--- config.mk ---
export PLATFORM = sky130hd
export DESIGN_NAME = delta_gamma_pattern_matcher
export DESIGN_NICKNAME = d
export VERILOG_FILES = /design/src/hdl/dgpm_pkg.sv /design/src/hdl/dgpm_cell.sv /design/src/hdl/dgpm_cell_row.sv /design/src/hdl/delta_gamma_pattern_matcher.sv
export VERILOG_INCLUDE_DIRS = /design/src /design/src/hdl
export SDC_FILE = /design/constraint.sdc
export NUM_CORES = 2
export LEC_CHECK = 0
export BUFFER_PORTS_ARGS = -buffer_cell sky130_fd_sc_hd__buf_2
export CAP_MARGIN = 40
export CORE_MARGIN = 2
export CORE_UTILIZATION = 65
export CTS_CLUSTER_DIAMETER = 200
export DETAILED_ROUTE_END_ITERATION = 12
export PLACE_DENSITY = 0.91
export SETUP_SLACK_MARGIN = 0.1
export SLEW_MARGIN = 10
export SYNTH_ARGS = -nofsm -noshare
export SYNTH_HDL_FRONTEND = slang
export SYNTH_SLANG_ARGS = --single-unit
--- constraint.sdc ---
create_clock -name clk_i -period 13.32 [get_ports clk_i]
set_input_delay 1.332 -clock clk_i [delete_from_list [all_inputs] [get_ports clk_i]]
set_output_delay 1.332 -clock clk_i [all_outputs]
set_load 0.05 [all_outputs]
--- src/hdl/delta_gamma_pattern_matcher_defines.svh ---
// Assertion macros for the delta-gamma pattern matcher.
// Included by the RTL files that carry concurrent assertions; needs clk_i and rst_ni in scope.
`ifndef DELTA_GAMMA_PATTERN_MATCHER_DEFINES_SVH
`define DELTA_GAMMA_PATTERN_MATCHER_DEFINES_SVH

// Same-cycle implication, checked on every rising clock edge outside reset.
`define DGPM_ASSERT_IMP(label, ante, cons) \
  label: assert property (@(posedge clk_i) disable iff (!rst_ni) (ante) |-> (cons)) \
    else $error("delta_gamma_pattern_matcher: assertion failed");

// Next-cycle implication, checked on every rising clock edge outside reset.
`define DGPM_ASSERT_NXT(label, ante, cons) \
  label: assert property (@(posedge clk_i) disable iff (!rst_ni) (ante) |=> (cons)) \
    else $error("delta_gamma_pattern_matcher: assertion failed");

`endif

--- src/hdl/dgpm_pkg.sv ---
// Shared types and constants of the delta-gamma pattern matcher.
// Used by dgpm_cell, dgpm_cell_row, delta_gamma_pattern_matcher and tb_top; depends on nothing.
`default_nettype none

package dgpm_pkg;

  // Default sizing, handed down from the top level.
  localparam int PATTERN_MAX_DEF = 32;
  localparam int SYMBOL_BITS_DEF = 8;

  // Fixed port widths.
  localparam int SYMBOL_PORT_W = 8;
  localparam int DELTA_W       = 8;
  localparam int GAMMA_W       = 13;
  localparam int POS_W         = 32;
  localparam int CFG_IDX_W     = 1;
  localparam int CFG_DATA_W    = 13;

  // Configuration register indexes.
  localparam logic [CFG_IDX_W-1:0] CFG_DELTA = 1'b0;
  localparam logic [CFG_IDX_W-1:0] CFG_GAMMA = 1'b1;

  // Command codes of an input beat.
  typedef enum logic [1:0] {
    OP_CLEAR  = 2'd0,
    OP_APPEND = 2'd1,
    OP_TEXT   = 2'd2,
    OP_END    = 2'd3
  } dgpm_op_e;

  // Controller states.
  typedef enum logic [1:0] {
    ST_IDLE   = 2'd0,
    ST_LAUNCH = 2'd1,
    ST_SCAN   = 2'd2,
    ST_PUSH   = 2'd3
  } dgpm_state_e;

  // Control part of the compare token that walks the cell row.
  typedef struct packed {
    logic valid;
    logic ok;
  } dgpm_tok_t;

endpackage

`default_nettype wire

--- src/hdl/dgpm_cell.sv ---
// One compare cell: holds one pattern symbol and one text symbol and updates the passing token.
// Depends on dgpm_pkg.
`default_nettype none

module dgpm_cell import dgpm_pkg::*; #(
  parameter int SYMBOL_BITS = SYMBOL_BITS_DEF,
  parameter int SUM_W       = 13,
  parameter int LEN_W       = 6,
  parameter int CELL_IDX    = 0
) (
  input  wire logic                   clk_i,
  input  wire logic                   rst_ni,
  input  wire logic                   pat_shift_i,
  input  wire logic                   txt_shift_i,
  input  wire logic [LEN_W-1:0]       len_i,
  input  wire logic [DELTA_W-1:0]     delta_i,
  input  wire logic [SYMBOL_BITS-1:0] pat_i,
  input  wire logic [SYMBOL_BITS-1:0] txt_i,
  input  wire dgpm_tok_t              tok_i,
  input  wire logic [SUM_W-1:0]       sum_i,
  output logic [SYMBOL_BITS-1:0]      pat_o,
  output logic [SYMBOL_BITS-1:0]      txt_o,
  output dgpm_tok_t                   tok_o,
  output logic [SUM_W-1:0]            sum_o
);

  localparam int DW = (SYMBOL_BITS > DELTA_W) ? SYMBOL_BITS : DELTA_W;

  logic [SYMBOL_BITS-1:0] pat_q;
  logic [SYMBOL_BITS-1:0] txt_q;
  logic [SYMBOL_BITS-1:0] diff;
  logic                   active;
  logic                   in_range;
  dgpm_tok_t              tok_d;
  dgpm_tok_t              tok_q;
  logic [SUM_W-1:0]       sum_d;
  logic [SUM_W-1:0]       sum_q;

  // Pattern and text symbols move one cell along on their own shift strobes.
  always_ff @(posedge clk_i) begin
    if (pat_shift_i) begin
      pat_q <= pat_i;
    end
    if (txt_shift_i) begin
      txt_q <= txt_i;
    end
  end

  // Only cells below the pattern length take part in the comparison.
  always_comb begin
    active   = (LEN_W'(CELL_IDX) < len_i);
    diff     = (pat_q >= txt_q) ? (pat_q - txt_q) : (txt_q - pat_q);
    in_range = (DW'(diff) <= DW'(delta_i));
    tok_d    = tok_i;
    sum_d    = sum_i;
    if (active) begin
      tok_d.ok = tok_i.ok && in_range;
      sum_d    = sum_i + SUM_W'(diff);
    end
  end

  // The token is registered in every cell before it moves on.
  always_ff @(posedge clk_i or negedge rst_ni) begin
    if (!rst_ni) begin
      tok_q <= '0;
    end else begin
      tok_q <= tok_d;
    end
  end

  always_ff @(posedge clk_i) begin
    sum_q <= sum_d;
  end

  assign pat_o = pat_q;
  assign txt_o = txt_q;
  assign tok_o = tok_q;
  assign sum_o = sum_q;

endmodule

`default_nettype wire

--- src/hdl/dgpm_cell_row.sv ---
// Row of compare cells: new pattern and text symbols enter at cell 0, the token leaves the last cell.
// Depends on dgpm_pkg and dgpm_cell.
`default_nettype none

module dgpm_cell_row import dgpm_pkg::*; #(
  parameter int PATTERN_MAX = PATTERN_MAX_DEF,
  parameter int SYMBOL_BITS = SYMBOL_BITS_DEF,
  parameter int SUM_W       = 13,
  parameter int LEN_W       = 6
) (
  input  wire logic                   clk_i,
  input  wire logic                   rst_ni,
  input  wire logic                   pat_shift_i,
  input  wire logic                   txt_shift_i,
  input  wire logic [SYMBOL_BITS-1:0] sym_i,
  input  wire logic [LEN_W-1:0]       len_i,
  input  wire logic [DELTA_W-1:0]     delta_i,
  input  wire logic                   launch_i,
  output dgpm_tok_t                   tok_o,
  output logic [SUM_W-1:0]            sum_o
);

  logic [SYMBOL_BITS-1:0] pat_link [PATTERN_MAX+1];
  logic [SYMBOL_BITS-1:0] txt_link [PATTERN_MAX+1];
  dgpm_tok_t              tok_link [PATTERN_MAX+1];
  logic [SUM_W-1:0]       sum_link [PATTERN_MAX+1];

  // A fresh token starts clean: no symbol out of range yet and an empty sum.
  assign pat_link[0]       = sym_i;
  assign txt_link[0]       = sym_i;
  assign tok_link[0].valid = launch_i;
  assign tok_link[0].ok    = 1'b1;
  assign sum_link[0]       = '0;

  // Cell j holds the text symbol j places back and the pattern symbol paired with it.
  for (genvar j = 0; j < PATTERN_MAX; j++) begin : g_cell
    dgpm_cell #(
      .SYMBOL_BITS (SYMBOL_BITS),
      .SUM_W       (SUM_W),
      .LEN_W       (LEN_W),
      .CELL_IDX    (j)
    ) u_cell (
      .clk_i       (clk_i),
      .rst_ni      (rst_ni),
      .pat_shift_i (pat_shift_i),
      .txt_shift_i (txt_shift_i),
      .len_i       (len_i),
      .delta_i     (delta_i),
      .pat_i       (pat_link[j]),
      .txt_i       (txt_link[j]),
      .tok_i       (tok_link[j]),
      .sum_i       (sum_link[j]),
      .pat_o       (pat_link[j+1]),
      .txt_o       (txt_link[j+1]),
      .tok_o       (tok_link[j+1]),
      .sum_o       (sum_link[j+1])
    );
  end

  assign tok_o = tok_link[PATTERN_MAX];
  assign sum_o = sum_link[PATTERN_MAX];

endmodule

`default_nettype wire

--- src/hdl/delta_gamma_pattern_matcher.sv ---
// Delta-gamma pattern matcher: a row of PATTERN_MAX compare cells, a command controller and
// a result register. Text symbols and pattern symbols both shift into cell 0, so cell j
// always pairs the text symbol j places back with the pattern symbol that belongs to it.
// Clear, append and end-of-text beats are handled in ST_IDLE. A text beat that completes a
// window shifts the symbol in, launches a compare token from ST_LAUNCH, waits in ST_SCAN
// as the token walks the cell row one cell per cycle, and in ST_PUSH hands a match result to
// the output register; a text beat that cannot complete a window leaves the controller idle.
// While a result waits in the output register under a stalled result channel, the input
// stalls, and a matching window holds the controller until its result can be loaded.
// Configuration writes are always accepted and must only be issued while the block is idle.
// Depends on dgpm_pkg, dgpm_cell_row and delta_gamma_pattern_matcher_defines.svh.
`default_nettype none
`include "delta_gamma_pattern_matcher_defines.svh"

module delta_gamma_pattern_matcher import dgpm_pkg::*; #(
  parameter int PATTERN_MAX = PATTERN_MAX_DEF,
  parameter int SYMBOL_BITS = SYMBOL_BITS_DEF
) (
  input  wire logic                     clk_i,
  input  wire logic                     rst_ni,
  // Command channel.
  input  wire logic                     in_valid_i,
  output logic                          in_stall_o,
  input  wire logic [1:0]               opcode_i,
  input  wire logic [SYMBOL_PORT_W-1:0] symbol_value_i,
  // Result channel.
  output logic                          out_valid_o,
  input  wire logic                     out_stall_i,
  output logic                          match_found_o,
  output logic [POS_W-1:0]              match_position_o,
  output logic                          no_match_o,
  output logic                          bad_pattern_o,
  // Configuration write channel.
  input  wire logic                     cfg_valid_i,
  output logic                          cfg_ready_o,
  input  wire logic [CFG_IDX_W-1:0]     cfg_index_i,
  input  wire logic [CFG_DATA_W-1:0]    cfg_data_i
);

  localparam int LEN_W   = $clog2(PATTERN_MAX + 1);
  localparam int MAX_SUM = PATTERN_MAX * ((1 << SYMBOL_BITS) - 1);
  localparam int SUM_W   = (MAX_SUM > 1) ? $clog2(MAX_SUM + 1) : 1;
  localparam int CMP_W   = (SUM_W > GAMMA_W) ? SUM_W : GAMMA_W;

  dgpm_state_e            state_q, state_d;
  logic [LEN_W-1:0]       len_q, len_d;
  logic [POS_W-1:0]       count_q, count_d;
  logic                   any_q, any_d;
  logic [POS_W-1:0]       pos_q, pos_d;
  logic                   hit_q, hit_d;
  logic [DELTA_W-1:0]     delta_q;
  logic [GAMMA_W-1:0]     gamma_q;

  logic                   out_valid_q;
  logic                   found_q, none_q, bad_q;
  logic [POS_W-1:0]       opos_q;

  logic                   in_acc;
  logic                   out_free;
  dgpm_op_e               op;
  logic [SYMBOL_BITS-1:0] sym;
  logic [POS_W-1:0]       count_inc;
  logic                   pat_shift, txt_shift, launch;
  logic                   load, ld_found, ld_none, ld_bad;
  logic [POS_W-1:0]       ld_pos;
  dgpm_tok_t              row_tok;
  logic [SUM_W-1:0]       row_sum;

  // Handshake: beats are taken only when idle and with room in the output register.
  assign out_free   = !out_valid_q || !out_stall_i;
  assign in_stall_o = (state_q != ST_IDLE) || !out_free;
  assign in_acc     = in_valid_i && !in_stall_o;
  assign op         = dgpm_op_e'(opcode_i);
  assign sym        = SYMBOL_BITS'({{SYMBOL_BITS{1'b0}}, symbol_value_i});
  assign count_inc  = count_q + POS_W'(1);
  assign cfg_ready_o = 1'b1;

  // Configuration registers.
  always_ff @(posedge clk_i or negedge rst_ni) begin
    if (!rst_ni) begin
      delta_q <= '0;
      gamma_q <= '0;
    end else if (cfg_valid_i) begin
      case (cfg_index_i)
        CFG_DELTA: delta_q <= cfg_data_i[DELTA_W-1:0];
        CFG_GAMMA: gamma_q <= cfg_data_i[GAMMA_W-1:0];
        default:   ;
      endcase
    end
  end

  // Compare row.
  dgpm_cell_row #(
    .PATTERN_MAX (PATTERN_MAX),
    .SYMBOL_BITS (SYMBOL_BITS),
    .SUM_W       (SUM_W),
    .LEN_W       (LEN_W)
  ) u_row (
    .clk_i       (clk_i),
    .rst_ni      (rst_ni),
    .pat_shift_i (pat_shift),
    .txt_shift_i (txt_shift),
    .sym_i       (sym),
    .len_i       (len_q),
    .delta_i     (delta_q),
    .launch_i    (launch),
    .tok_o       (row_tok),
    .sum_o       (row_sum)
  );

  // Controller state register.
  always_ff @(posedge clk_i or negedge rst_ni) begin
    if (!rst_ni) begin
      state_q <= ST_IDLE;
      len_q   <= '0;
      count_q <= '0;
      any_q   <= 1'b0;
      hit_q   <= 1'b0;
    end else begin
      state_q <= state_d;
      len_q   <= len_d;
      count_q <= count_d;
      any_q   <= any_d;
      hit_q   <= hit_d;
    end
  end

  always_ff @(posedge clk_i) begin
    pos_q <= pos_d;
  end

  // Next state, command decode and result selection.
  always_comb begin
    state_d   = state_q;
    len_d     = len_q;
    count_d   = count_q;
    any_d     = any_q;
    pos_d     = pos_q;
    hit_d     = hit_q;
    pat_shift = 1'b0;
    txt_shift = 1'b0;
    launch    = 1'b0;
    load      = 1'b0;
    ld_found  = 1'b0;
    ld_pos    = '0;
    ld_none   = 1'b0;
    ld_bad    = 1'b0;
    unique case (state_q)
      ST_IDLE: begin
        if (in_acc) begin
          unique case (op)
            OP_CLEAR: begin
              len_d   = '0;
              count_d = '0;
              any_d   = 1'b0;
            end
            OP_APPEND: begin
              // A full pattern ignores further symbols.
              if (len_q < LEN_W'(PATTERN_MAX)) begin
                pat_shift = 1'b1;
                len_d     = len_q + LEN_W'(1);
              end
            end
            OP_TEXT: begin
              txt_shift = 1'b1;
              count_d   = count_inc;
              if ((len_q != '0) && (count_inc >= POS_W'(len_q))) begin
                pos_d   = count_inc - POS_W'(len_q);
                state_d = ST_LAUNCH;
              end
            end
            OP_END: begin
              load    = 1'b1;
              ld_none = !any_q;
              ld_bad  = (len_q == '0);
              count_d = '0;
              any_d   = 1'b0;
            end
          endcase
        end
      end
      ST_LAUNCH: begin
        // The new text symbol sits in cell 0 now; start the token.
        launch  = 1'b1;
        state_d = ST_SCAN;
      end
      ST_SCAN: begin
        if (row_tok.valid) begin
          hit_d   = row_tok.ok && (CMP_W'(row_sum) <= CMP_W'(gamma_q));
          state_d = ST_PUSH;
        end
      end
      ST_PUSH: begin
        if (!hit_q) begin
          state_d = ST_IDLE;
        end else if (out_free) begin
          load     = 1'b1;
          ld_found = 1'b1;
          ld_pos   = pos_q;
          any_d    = 1'b1;
          state_d  = ST_IDLE;
        end
      end
      default: begin
        state_d = ST_IDLE;
      end
    endcase
  end

  // Output register.
  always_ff @(posedge clk_i or negedge rst_ni) begin
    if (!rst_ni) begin
      out_valid_q <= 1'b0;
    end else if (load) begin
      out_valid_q <= 1'b1;
    end else if (!out_stall_i) begin
      out_valid_q <= 1'b0;
    end
  end

  always_ff @(posedge clk_i) begin
    if (load) begin
      found_q <= ld_found;
      opos_q  <= ld_pos;
      none_q  <= ld_none;
      bad_q   <= ld_bad;
    end
  end

  assign out_valid_o      = out_valid_q;
  assign match_found_o    = found_q;
  assign match_position_o = opos_q;
  assign no_match_o       = none_q;
  assign bad_pattern_o    = bad_q;

  // The token only comes out of the row while the controller waits for it.
  `DGPM_ASSERT_IMP(a_tok_in_scan, row_tok.valid, state_q == ST_SCAN)
  // The pattern length never passes the row length.
  `DGPM_ASSERT_IMP(a_len_bound, 1'b1, len_q <= LEN_W'(PATTERN_MAX))
  // A match result carries no end-of-text flags.
  `DGPM_ASSERT_IMP(a_match_clean, out_valid_o && match_found_o, !no_match_o && !bad_pattern_o)
  // An empty pattern can never have produced a match.
  `DGPM_ASSERT_IMP(a_bad_none, out_valid_o && bad_pattern_o, no_match_o)
  // A confirmed hit with room in the output register shows up as a match next cycle.
  `DGPM_ASSERT_NXT(a_hit_push, (state_q == ST_PUSH) && hit_q && out_free,
                   out_valid_o && match_found_o)

endmodule

`default_nettype wire

# After elaboration in Yosys (flattened, before gate mapping)
# Index checks and enable logic that the tools add are counted.
# totals
register_bits	1123
input_bits	29
output_inout_bits	38
# classes
add_sub_neg	98
order_cmp	99
n_eq_ne	16
n_mux	125
n_bitwise	1
reduce_logical	60
# op_table
cell	count
8-bit subtractor	64
13-bit by 8-bit adder with 13-bit output	31
13-bit 2-to-1 mux	31
8-bit greater-or-equal comparator	32
8-bit <= comparator	32
8-bit 2-to-1 mux	32
5-bit by 6-bit < comparator with 1-bit output (first input constant)	16
32-bit case mux with 2 select lines	1
1-bit 2-to-1 mux	50
4-bit by 6-bit < comparator with 1-bit output (first input constant)	8
1-bit logical AND	34
32-bit by 1-bit adder with 32-bit output (second input constant)	1
32-bit by 6-bit greater-or-equal comparator with 1-bit output	1
32-bit by 6-bit subtractor with 32-bit output	1
3-bit by 6-bit < comparator with 1-bit output (first input constant)	4
13-bit <= comparator	1
1-bit by 6-bit < comparator with 1-bit output (first input constant)	2
2-bit by 6-bit < comparator with 1-bit output (first input constant)	2
2-bit 2-to-1 mux	6
2-bit inequality test (second input constant)	6
6-bit case mux with 2 select lines	1
5-bit AND reduction	2
3-bit AND reduction	3
2-bit equality test (second input constant)	4
other kinds (18)	34

# Longest topological paths before layout
# logic_depth
ltp_word	9
mapped_depth	21
mapped_depth_nobuf	20

# By module
# From an unflattened synthesis, not the netlist that was laid out.
# hier_totals
hier_cells	7674
area_unflattened_um2	76826.2
# modules_own_cells
mod	instances	cells_per_inst	area_per_inst_um2	seq_area_each_um2
delta_gamma_pattern_matcher	1	714	7423.4	3613.5
dgpm_cell at u_row.g_cell[2].u_cell ...	2	222	2168.3	790.8
dgpm_cell at u_row.g_cell[31].u_cell	1	225	2240.9	790.8
dgpm_cell at u_row.g_cell[20].u_cell	1	231	2228.4	790.8
dgpm_cell at u_row.g_cell[22].u_cell	1	226	2224.6	790.8
dgpm_cell at u_row.g_cell[26].u_cell	1	221	2213.4	790.8
dgpm_cell at u_row.g_cell[24].u_cell	1	219	2209.6	790.8
dgpm_cell at u_row.g_cell[8].u_cell	1	221	2204.6	790.8
dgpm_cell at u_row.g_cell[19].u_cell	1	224	2187.1	790.8
dgpm_cell at u_row.g_cell[17].u_cell	1	220	2180.8	790.8
dgpm_cell at u_row.g_cell[11].u_cell	1	220	2178.3	790.8
dgpm_cell at u_row.g_cell[23].u_cell	1	220	2174.6	790.8
dgpm_cell at u_row.g_cell[5].u_cell	1	220	2173.3	790.8
dgpm_cell at u_row.g_cell[4].u_cell	1	222	2169.6	790.8
19 more rows	--	--	--	--

# Worst setup path after synthesis
# OpenSTA, ideal clock, no wires.
# synth_timing
path_kind	input-to-reg
start	input port out_stall_i
end	register pos_q[0] (enable)
setup_time_ps	432
arrival_ps	9970
path_slack_ps	2918
cell_stages	6
cell_sequence	nand2_1 > and3_1 > clkbuf_1 > and2_1 > nand2_1 > a21oi_1
# synth_between
elab_chain_len	7
# synth_rtl
item	line_no	text
from (decl)	delta_gamma_pattern_matcher.sv:28	input wire logic out_stall_i,
1-bit logical NOT	--	
1-bit logical OR	delta_gamma_pattern_matcher.sv:70	assign out_free = !out_valid_q || !out_stall_i;
1-bit logical NOT	delta_gamma_pattern_matcher.sv:71	assign in_stall_o = (state_q != ST_IDLE) || !out_free;
1-bit logical OR	delta_gamma_pattern_matcher.sv:71	
1-bit logical NOT	delta_gamma_pattern_matcher.sv:72	assign in_acc = in_valid_i && !in_stall_o;
1-bit logical AND	delta_gamma_pattern_matcher.sv:72	
4-bit AND reduction (no line)	--	
to (signal assigned)	delta_gamma_pattern_matcher.sv:129	pos_q <= pos_d;
to (decl)	delta_gamma_pattern_matcher.sv:49	logic [POS_W-1:0] pos_q, pos_d;
# No other way between the ends.
# A chain may end at the register's enable or synchronous reset.

# Worst setup path after layout
# layout_timing
start	register u_row.g_cell[8].u_cell.pat_q[0]
end	register u_row.g_cell[8].u_cell.sum_q[12]
# layout_between
elab_chain_len	4
word_cells_on_any_way	6
classes_between	add/sub (3); order compare (1); mux (2)
# layout_rtl
item	line_no	text
from (decl)	dgpm_cell.sv:29	logic [SYMBOL_BITS-1:0] pat_q;
from (signal assigned)	dgpm_cell.sv:42	pat_q <= pat_i;
8-bit subtractor or 8-bit greater-or-equal comparator (tied branches)	dgpm_cell.sv:52	diff = (pat_q >= txt_q) ? (pat_q - txt_q) : (txt_q - pat_q);
8-bit 2-to-1 mux (*)	dgpm_cell.sv:52	
13-bit by 8-bit adder with 13-bit output (*)	dgpm_cell.sv:58	sum_d = sum_i + SUM_W'(diff);
13-bit 2-to-1 mux (*)	dgpm_cell.sv:56	if (active) begin
via u_row.g_cell[8].u_cell.sum_d[12]	dgpm_cell.sv:36	logic [SUM_W-1:0] sum_d;
to (signal assigned)	dgpm_cell.sv:72	sum_q <= sum_d;
to (decl)	dgpm_cell.sv:37	logic [SUM_W-1:0] sum_q;
# Mark *: on every way through the listed nets, which the timed path passes. The rest lies on a longest branch.

==> results.cfg <==
[die]
num_io_pins = 67
rows = 122
start_util_pct = 65.6
dieArea_mm2 = 0.114
dieHeight_um = 338
die_w_um = 338
core_area_mm2 = 0.111

[grt]
grt_pass1_wl_um = 294000
grt_max_degree = 61
grt_usage_pct = 31.6
overflow = 0
antenna_found_initial = 1
grt_pass1_vias = 56574

[clocking]
cts-resized-gates = 0
post_cts_buffers = 0
clock_sinks = 1108
ctsHoldBuffers = 0
h-tree-depth = 3
cts_buffer_depth = 3
cts_tree = yes
numCtsBuffers = 113
clk_pin_slew_ns = 0.07
ctsRootBufferMaster = clkbuf_16
clock_latency_ns = 0.75

[run]
maxCapViolCount = 0

[setup_path]
crit_path_start_kind = flip-flop
reg2reg_slack_ns = 8.20
critical_path_required_ns = 13.91
r2r_end = u_row.g_cell[8].u_cell.sum_o[12]$_DFF_P_
worstPathArrival_ns = 5.72
critical_path_class = reg -> reg
cp-end-kind = flip-flop
rr_worst_depth = 18
crit_fanout = 6
r2r-start = u_row.g_cell[8].u_cell.pat_o[0]$_DFFE_PP_

[hold_path]
holdPathStages = 0
hp-class = reg -> reg
holdPathEnd = u_row.g_cell[17].u_cell.tok_o[1]$_DFF_PN0_
min-delay-start = u_row.g_cell[16].u_cell.tok_o[1]$_DFF_PN0_

[pwr]
vdd_drop_max_mv = 0.146
power_per_cell_area_mw_per_mm2 = 193
total_leakage_power_nw = 35.7

[place]
finalWeightedCongestion = 0.926
post-dp-hpwl_um = 131000
dp_slack_ns = 8.00
portBuffers = 65

[logic_synthesis]
yosysTopAreaCell = edfxtp_1
ys.flop_type = edfxtp_1
ys_ff_latch = 1108
synth_area_per_cell_um2 = 10.1
postSynth.asyncResetShare_pct = 11.6
synth_top_area_share_pct = 24.0
synth-edff-count = 579
syn_inst = 7185
synth_area_leaders = edfxtp_1, ha_1, dfxtp_1
synth-seq-area-share_pct = 39.4
netlist_area_mm2 = 0.0726
synth_nets = 8324
ys_types = 108
yosysWarningCount = 0

[final_layout]
synthToLayoutAreaGrowth_pct = 8.61
drive_above_1_share_pct = 7.39
nets = 8430

[timing]
relSlewSlack_pct = 36.7
fmax_mhz = 195
rsz0062_at_grt = no
final.period_utilization_pct = 38.5
drv_slew = 0
setup_violations = 0
finalHoldViolCount = 0
setup_ws_ns = 8.20
fin_tns_setup_ns = 0
finalCriticalPeriod_ns = 5.12
max_slew.worst_pin.slew_ns = 0.943
skew_ns = 0.0666
holdWs_ns = 0.343

[route]
wl_per_cell_um = 20.9
first_pass_iters = 8
via_count = 55620
ant_nets = 0
drt_iter0_markers = 5355
drc = 0
drt_wl_total_um = 186000
avgViaCountPerCell = 6.26

[outcome]
outcome = finished clean
## power by group
group / internal (W) / switching (W)
sequential: 0.00448 / 0.000656
clock: 0.00189 / 0.00142
combinational: 0.00282 / 0.00393
total: 0.00919 / 0.00601
## flip-flops by register name, indices dropped and copies added, names as in the netlist
name	cells
u_row.g_cell.u_cell.txt_o	256
any_q	1
len_q	6
bad_pattern_o	1
state_q	2
gamma_q	13
pos_q	32
match_found_o	1
hit_q	1
match_position_o	32
u_row.g_cell.u_cell.tok_o	64
no_match_o	1
u_row.g_cell.u_cell.pat_o	256
u_row.g_cell.u_cell.sum_o	401
delta_q	8
out_valid_o	1
count_q	32
## final cells by class
class / instances / area (um2)
clock buffers: 165 / 3340
well taps: 1488 / 1860
diodes: 1 / 2.50
inverters: 862 / 3240
repair buffers: 141 / 1080
multi-input cells: 5065 / 40100
fillers: 7075 / 31800
flip-flops and latches: 1108 / 28600
clock inverters: 49 / 572
## synth_stat cells (140+ instances only)
library cell     n
ha_1          1014
inv_1          859
edfxtp_1       579
nand2_1        504
a21oi_1        502
dfxtp_1        401
o21ai_0        377
xnor2_1        342
nor2_1         319
xor2_1         208
a21o_1         159
mux2_2         140
o21a_1         140
## cell families (layout without fill, tap and decap cells)
kind of cell	Yosys count	in the layout	synth area share, %
DFF	1108	1108	39.4
and+or+nand+nor	1445	1445	9.70
muxes	269	269	3.96
xor gates and xnor gates	551	551	6.66
AOI/OAI and AO/OA	1689	1689	14.8
buffers and inverters	1012	1217	5.34
other	1	2	0.00517
adders and majority gates	1110	1110	20.1
## through the flow
| stage | util [%] | area (um2) | cells | total power (W) |
|---|---|---|---|---|
| detailed placement | 67.6 | 74900 | 8659 | 0.0115 |
| global placement | 67.3 | 74500 | 8637 | 0.0110 |
| finish | 71.2 | 78800 | 8879 | 0.0152 |
| global route | 71.2 | 78800 | 8878 | 0.0160 |
| floorplan | - | 72600 | 7185 | 0.00984 |
| CTS | 71.2 | 78800 | 8873 | 0.0150 |
## placed cells by master, fill, tap and decap left out, drive strengths merged, types with 34 or more instances in the layout
cell type | netlist | final
a211oi | 40 | 40
a21o | 160 | 160
a21oi | 503 | 503
a31oi | 57 | 57
and2 | 76 | 76
and4 | 35 | 35
buf | 27 | 141
clkbuf | 122 | 165
clkinv | 3 | 34
dfrtp | 128 | 128
dfxtp | 401 | 401
edfxtp | 579 | 579
fa | 96 | 96
ha | 1014 | 1014
inv | 859 | 868
mux2 | 141 | 141
mux2i | 128 | 128
nand2 | 504 | 504
nand2b | 47 | 47
nand3 | 106 | 106
nand4 | 108 | 108
nor2 | 319 | 319
nor2b | 94 | 94
nor3 | 47 | 47
o211ai | 60 | 60
o21a | 140 | 140
o21ai | 391 | 391
o21bai | 107 | 107
xnor2 | 343 | 343
xor2 | 208 | 208
## worst max path at each step
stage	slack [ns]	end	cells after the start	start
2_1_floorplan	2.92	pos_q[0]$_DFFE_PP_	6	out_stall_i
3_3_place_gp	8.05	u_row.g_cell[20].u_cell.txt_o[6]$_DFFE_PP_	7	out_stall_i
3_5_place_dp	8.00	u_row.g_cell[8].u_cell.sum_o[12]$_DFF_P_	18	u_row.g_cell[8].u_cell.pat_o[0]$_DFFE_PP_
4_1_cts	7.89	u_row.g_cell[8].u_cell.sum_o[12]$_DFF_P_	18	u_row.g_cell[8].u_cell.pat_o[0]$_DFFE_PP_
5_1_grt	7.88	u_row.g_cell[2].u_cell.sum_o[8]$_DFF_P_	19	u_row.g_cell[2].u_cell.pat_o[0]$_DFFE_PP_
6_report	8.20	u_row.g_cell[8].u_cell.sum_o[12]$_DFF_P_	18	u_row.g_cell[8].u_cell.pat_o[0]$_DFFE_PP_
## critical path, stage by stage, from the launching register on
cell	delay (ns)
edfxtp_1	0.42
inv_1	0.09
ha_1	0.18
inv_1	0.06
fa_1	0.38
a21o_1	0.19
a211o_1	0.30
a221oi_2	0.54
mux2_2	0.41
a221oi_2	0.37
o221ai_1	0.19
a221oi_1	0.34
xnor2_1	0.22
ha_1	0.30
a21oi_1	0.26
o21ai_0	0.15
a21oi_1	0.29
nor3_1	0.14
xor2_1	0.17
## routing by layer
| metal | wire length, um | track usage, % |
|---|---|---|
| met4 | 10700 | 17.9 |
| met1 | 71200 | 37.9 |
| met3 | 14600 | 5.41 |
| met5 | 9 | 0 |
| met2 | 89400 | 53.8 |
Power figures use the tool's default switching activity.
